<file path="src/rtl/core/tme_pkg.sv">
package tme_pkg;

    localparam int MAX_DIM   = 16;
    localparam int FRAC_BITS = 16;
    localparam int IW        = $clog2(MAX_DIM);
    localparam int AW        = 2 * IW;
    localparam int DEPTH     = MAX_DIM * MAX_DIM;
    localparam int SIZE_W    = 5;

    localparam logic [SIZE_W-1:0] SIZE_RESET = SIZE_W'(MAX_DIM);

    localparam logic [1:0] CMD_WRITE_A = 2'd0;
    localparam logic [1:0] CMD_WRITE_B = 2'd1;
    localparam logic [1:0] CMD_COMPUTE = 2'd2;
    localparam logic [1:0] CMD_READ_C  = 2'd3;

    localparam logic RES_DONE = 1'b0;
    localparam logic RES_READ = 1'b1;

    // register index, taken from paddr[2]
    localparam logic REG_SIZE = 1'b0;

    typedef struct packed {
        logic [1:0]         command;
        logic [3:0]         row;
        logic [3:0]         col;
        logic signed [31:0] element_value;
    } t_item;

    typedef struct packed {
        logic               result_kind;
        logic signed [31:0] c_value;
        logic               overflow_seen;
    } t_result;

    typedef enum logic [1:0] {
        KIND_SQ,
        KIND_BA,
        KIND_AAB
    } t_kind;

    typedef struct packed {
        logic          valid;
        logic          first;
        logic          last;
        t_kind         kind;
        logic [IW-1:0] i;
        logic [IW-1:0] j;
    } t_tag;

    function automatic logic [AW-1:0] cell_addr(input logic [IW-1:0] r,
                                                input logic [IW-1:0] c);
        return {r, c};
    endfunction

    function automatic logic ovf33(input logic signed [32:0] v);
        return v[32] != v[31];
    endfunction

    function automatic logic signed [31:0] sat33(input logic signed [32:0] v);
        logic signed [31:0] res;
        res = v[31:0];
        if (v[32] != v[31]) begin
            res = v[32] ? 32'sh8000_0000 : 32'sh7FFF_FFFF;
        end
        return res;
    endfunction

endpackage

</file>
<file path="src/rtl/core/tme_mac.sv">
module tme_mac (
    input  logic                i_clk,
    input  logic                i_rst_n,
    input  logic signed [31:0]  i_x,
    input  logic signed [31:0]  i_y,
    input  tme_pkg::t_tag       i_tag,
    output logic signed [31:0]  o_acc,
    output tme_pkg::t_tag       o_tag,
    output logic                o_ovf
);

    logic signed [63:0] r_prod;
    tme_pkg::t_tag      r_tag2;
    logic signed [31:0] r_sp;
    logic               r_sp_ovf;
    tme_pkg::t_tag      r_tag3;
    logic signed [31:0] r_acc;
    tme_pkg::t_tag      r_tag4;
    logic               r_ovf;

    logic signed [63:0] sh;
    logic               sh_ovf;
    logic signed [31:0] base;
    logic signed [32:0] sum;

    // floor shift, then clamp to 32 bits
    assign sh     = r_prod >>> tme_pkg::FRAC_BITS;
    assign sh_ovf = sh[63:31] != {33{sh[63]}};
    assign base   = r_tag3.first ? 32'sd0 : r_acc;
    assign sum    = {base[31], base} + {r_sp[31], r_sp};

    always_ff @(posedge i_clk) begin
        r_prod <= i_x * i_y;
        r_sp   <= sh_ovf ? (sh[63] ? 32'sh8000_0000 : 32'sh7FFF_FFFF) : sh[31:0];
        r_sp_ovf <= sh_ovf;
        r_acc  <= tme_pkg::sat33(sum);
        if (!i_rst_n) begin
            r_tag2 <= '0;
            r_tag3 <= '0;
            r_tag4 <= '0;
            r_ovf  <= 1'b0;
        end else begin
            r_tag2 <= i_tag;
            r_tag3 <= r_tag2;
            r_tag4 <= r_tag3;
            r_ovf  <= r_tag3.valid & (r_sp_ovf | tme_pkg::ovf33(sum));
        end
    end

    assign o_acc = r_acc;
    assign o_tag = r_tag4;
    assign o_ovf = r_ovf;

endmodule

</file>
<file path="config.mk">
export PLATFORM = sky130hd
export DESIGN_NAME = tme_mac
export DESIGN_NICKNAME = d
export VERILOG_FILES = /design/src/rtl/core/tme_pkg.sv /design/src/rtl/core/tme_mac.sv
export SDC_FILE = /design/constraint.sdc
export NUM_CORES = 2
export LEC_CHECK = 0
export BUFFER_PORTS_ARGS = -buffer_cell sky130_fd_sc_hd__buf_4
export CORE_MARGIN = 1.5
export CORE_UTILIZATION = 38
export CTS_CLUSTER_DIAMETER = 150
export DETAILED_ROUTE_END_ITERATION = 12
export GPL_TIMING_DRIVEN = 0
export PLACE_DENSITY_LB_ADDON = 0.25
export SETUP_SLACK_MARGIN = 0.2
export SLEW_MARGIN = 30
export SYNTH_ARGS = -nofsm -noshare
export SYNTH_HDL_FRONTEND = slang
export SYNTH_SLANG_ARGS = --single-unit
</file>
<file path="constraint.sdc">
create_clock -name i_clk -period 22.5 [get_ports i_clk]
set_input_delay 3.375 -clock i_clk [delete_from_list [all_inputs] [get_ports i_clk]]
set_output_delay 3.375 -clock i_clk [all_outputs]
set_load 0.02 [all_outputs]
</file>
==> impl_metrics.yaml <==
outcome:
  status: "complete, no violations"
clock_network:
  cts_tree: "yes"
  cts_setup_buffers: 0
  clk_root_buffer_cell: "clkbuf_16"
  htree_levels: 4
  ctsHoldBuffers: 0
  clock_path_buffers: 2
  path_clk_slew_ns: 0.08
  clkLatencyLatePin_ns: 0.44
  cts_buffers: 17
  clock_sinks: 153
  cts.repair.resized: 0
route:
  via_per_inst: 5.15
  routed_wl_um: 145000
  antenna_left: 0
  drc: 0
  wire_per_inst_um: 24.5
  vias: 30600
  first_pass_iters: 5
  drt_iter0_drc: 2530
timing:
  fmax_mhz: 80.4
  fin_crit_sh_pct: 55.2
  min_period_ns: 12.43
  max_slew_margin_pct: 26.1
  rsz0062_at_grt: "false"
  finalSetupViolations: 0
  fin_worst_skew_ns: 0.0214
  slew_viol_final: 0
  max_slew.worst_pin.slew_ns: 1.11
  final_hold_viol_count: 0
  tns_ns: 0
synth:
  synthFlopType: "dfxtp_1"
  synth.ff_latch_count: 153
  syn-instance-count: 4369
  synth_fa_ha_area_share_pct: 58.8
  mappedNetlistNets: 5742
  ys_types: 61
  synthMuxAreaShare_pct: 0.0363
  syn-mean-instance-area_um2: 9.47
  synth-simple-area-share_pct: 15.6
  synth_edf_count: 0
  syn-cell-area_um2: 41400
  synth_top_family_by_area: "adder cells"
  async_reset_ff_share_pct: 0
  yosysWarnings: 0
  yosysSeqAreaShare_pct: 7.40
  synth_compound_area_share_pct: 4.87
  synth_xor_xnor_area_share_pct: 1.95
floorplan:
  die_w_um: 333
  fp.dieH_um: 333
  rows: 120
  start_util_pct: 38.5
  coreArea_um2: 108000
  fp.dieArea_um2: 111000
  pin_count: 125
global_routing:
  grt_pass1_wl_um: 217000
  grt_pass1_vias: 33000
  grt_max_degree: 20
  grt.overflow.total: 0
  grt_antenna_before_repair: 11
  grt.total_usage_pct: 27.0
hold_path:
  holdPathStages: 1
  whs_endpoint: "r_tag3[7]"
  hp-class: "reg -> reg"
  hp-start: "r_tag2[7]"
critical_path:
  r2r_cells: 13
  crit_type: "in -> reg"
  critPathMaxFanout: 10
  r2r-end: "o_acc[23]"
  cp-end-kind: "flop"
  reg2reg_from: "r_tag3[11]"
  cp.arrival_ns: 12.78
  startpoint_type: "input pin"
  r2r_setup_slack_ns: 18.48
  required_ns: 22.85
cells_and_area:
  fin_nets: 5884
  utilization_pct: 41.6
  areaGrowthSynthToFinish_pct: 8.03
  drive_gt1_share_pct: 4.09
  layoutNonFillerInstCount: 5931
job:
  max_cap_violations: 0
place:
  numPlacedInstances: 5895
  io_buffers: 123
  dpl.hpwl_um: 125000
  gp_congestion: 1.01
[critical path: stages]
cell	delay, ns
buf_4	0.17
clkbuf_1	0.81
nand2_1	0.19
fa_1	0.55
fa_1	0.55
fa_1	0.52
fa_1	0.52
inv_1	0.06
fa_1	0.63
fa_1	0.46
fa_1	0.53
fa_1	0.42
ha_1	0.39
nand3_1	0.31
a2111oi_0	0.38
o21ai_0	0.43
a21boi_0	0.57
nand3_1	0.34
a31oi_1	0.72
a311oi_1	0.36
o211ai_1	0.29
xnor2_1	0.17
[layout make-up]
class	instances	area, µm²
fillers	10800	62800
multi-input cells	2969	33600
inverters	1021	3830
flip-flops and latches	153	3060
well taps	1403	1760
repair buffers	123	923
plain buffers	226	872
clock buffers	17	425
clock inverters	15	185
diodes	4	10.0
[per-layer routing]
layer  vias to the layer above  part of all wire, %  track usage [%]  routed length, µm
met5                         -               0.0097                0                 14
met4                         2                  5.0             11.2               7200
met3                       279                  8.6             4.45              12500
met2                      1353                   45             43.0              65500
met1                     15900                   41             36.6              59900
li1                      13000                    -                -                  -
[sequential cells by signal, indices dropped and copies added, names as in the netlist]
name and count:
o_acc 32, o_ovf 1, o_tag 13, r_prod 48
r_sp 32, r_sp_ovf 1, r_tag2 13, r_tag3 13
[through the flow]
step	cell area [µm²]	hold WS (ns)	setup WS [ns]
after floorplan	41400	0.412	11.80
after global placement	44000	0.414	9.63
after detailed placement	44100	0.418	9.58
after CTS	44700	0.437	10.02
after global routing	44700	0.443	9.56
final	44700	0.431	10.07
[cells in the final DEF, fill, tap and decap left out, drive strengths merged, types with 6 or more instances in the layout]
cell type  instances
nor3               6
a31oi             13
xnor2             59
nand3             22
nor2              54
o211ai             6
o21a              12
nand2b            15
inv             1031
o21bai            15
clkbuf           236
and3              13
dfxtp            153
xor2              33
fa              1082
a211oi             9
a21oi             85
and2             559
o21ai             96
nor4               7
buf              130
nand2            511
a21o              43
ha               212
nor2b             38
nand4             16
[logic make-up (layout without fill, tap and decap cells)]
| group | count (synthesis) | count (layout) |
|---|---|---|
| AOI/OAI and AO/OA | 322 | 322 |
| xor gates and xnor gates | 92 | 92 |
| adders and majority gates | 1295 | 1295 |
| buffers and inverters | 1247 | 1402 |
| DFF | 153 | 153 |
| muxes | 1 | 1 |
| other | 0 | 4 |
| and+or+nand+nor | 1259 | 1259 |
[how the worst max path moves through the flow]
stage | cells after the start | startpoint | end | slack (ns)
final | 22 | i_x[19] | r_prod[63] | 10.07
after global routing | 22 | i_x[19] | r_prod[63] | 9.56
after CTS | 22 | i_x[19] | r_prod[63] | 10.02
after detailed placement | 22 | i_x[19] | r_prod[63] | 9.58
after global placement | 22 | i_x[19] | r_prod[63] | 9.63
after floorplan | 26 | i_x[31] | r_prod[63] | 11.80
[Yosys cell counts, types with 15 or more instances]
cell | instances | area share (%)
a21o_1 | 43 | 0.78
a21oi_1 | 85 | 1.0
and2_1 | 559 | 8.5
clkbuf_1 | 217 | 2.0
dfxtp_1 | 153 | 7.4
fa_1 | 1082 | 52
ha_1 | 212 | 6.4
inv_1 | 1021 | 9.3
nand2_1 | 511 | 4.6
nand2b_1 | 15 | 0.23
nand3_1 | 22 | 0.27
nand4_1 | 16 | 0.24
nor2_1 | 54 | 0.49
nor2b_1 | 38 | 0.57
o21ai_0 | 89 | 1.1
o21bai_1 | 15 | 0.27
xnor2_1 | 59 | 1.2
xor2_1 | 33 | 0.70
Power is not shown: default switching activity piles up to over one toggle a cycle in this logic, so the estimate is an artifact.
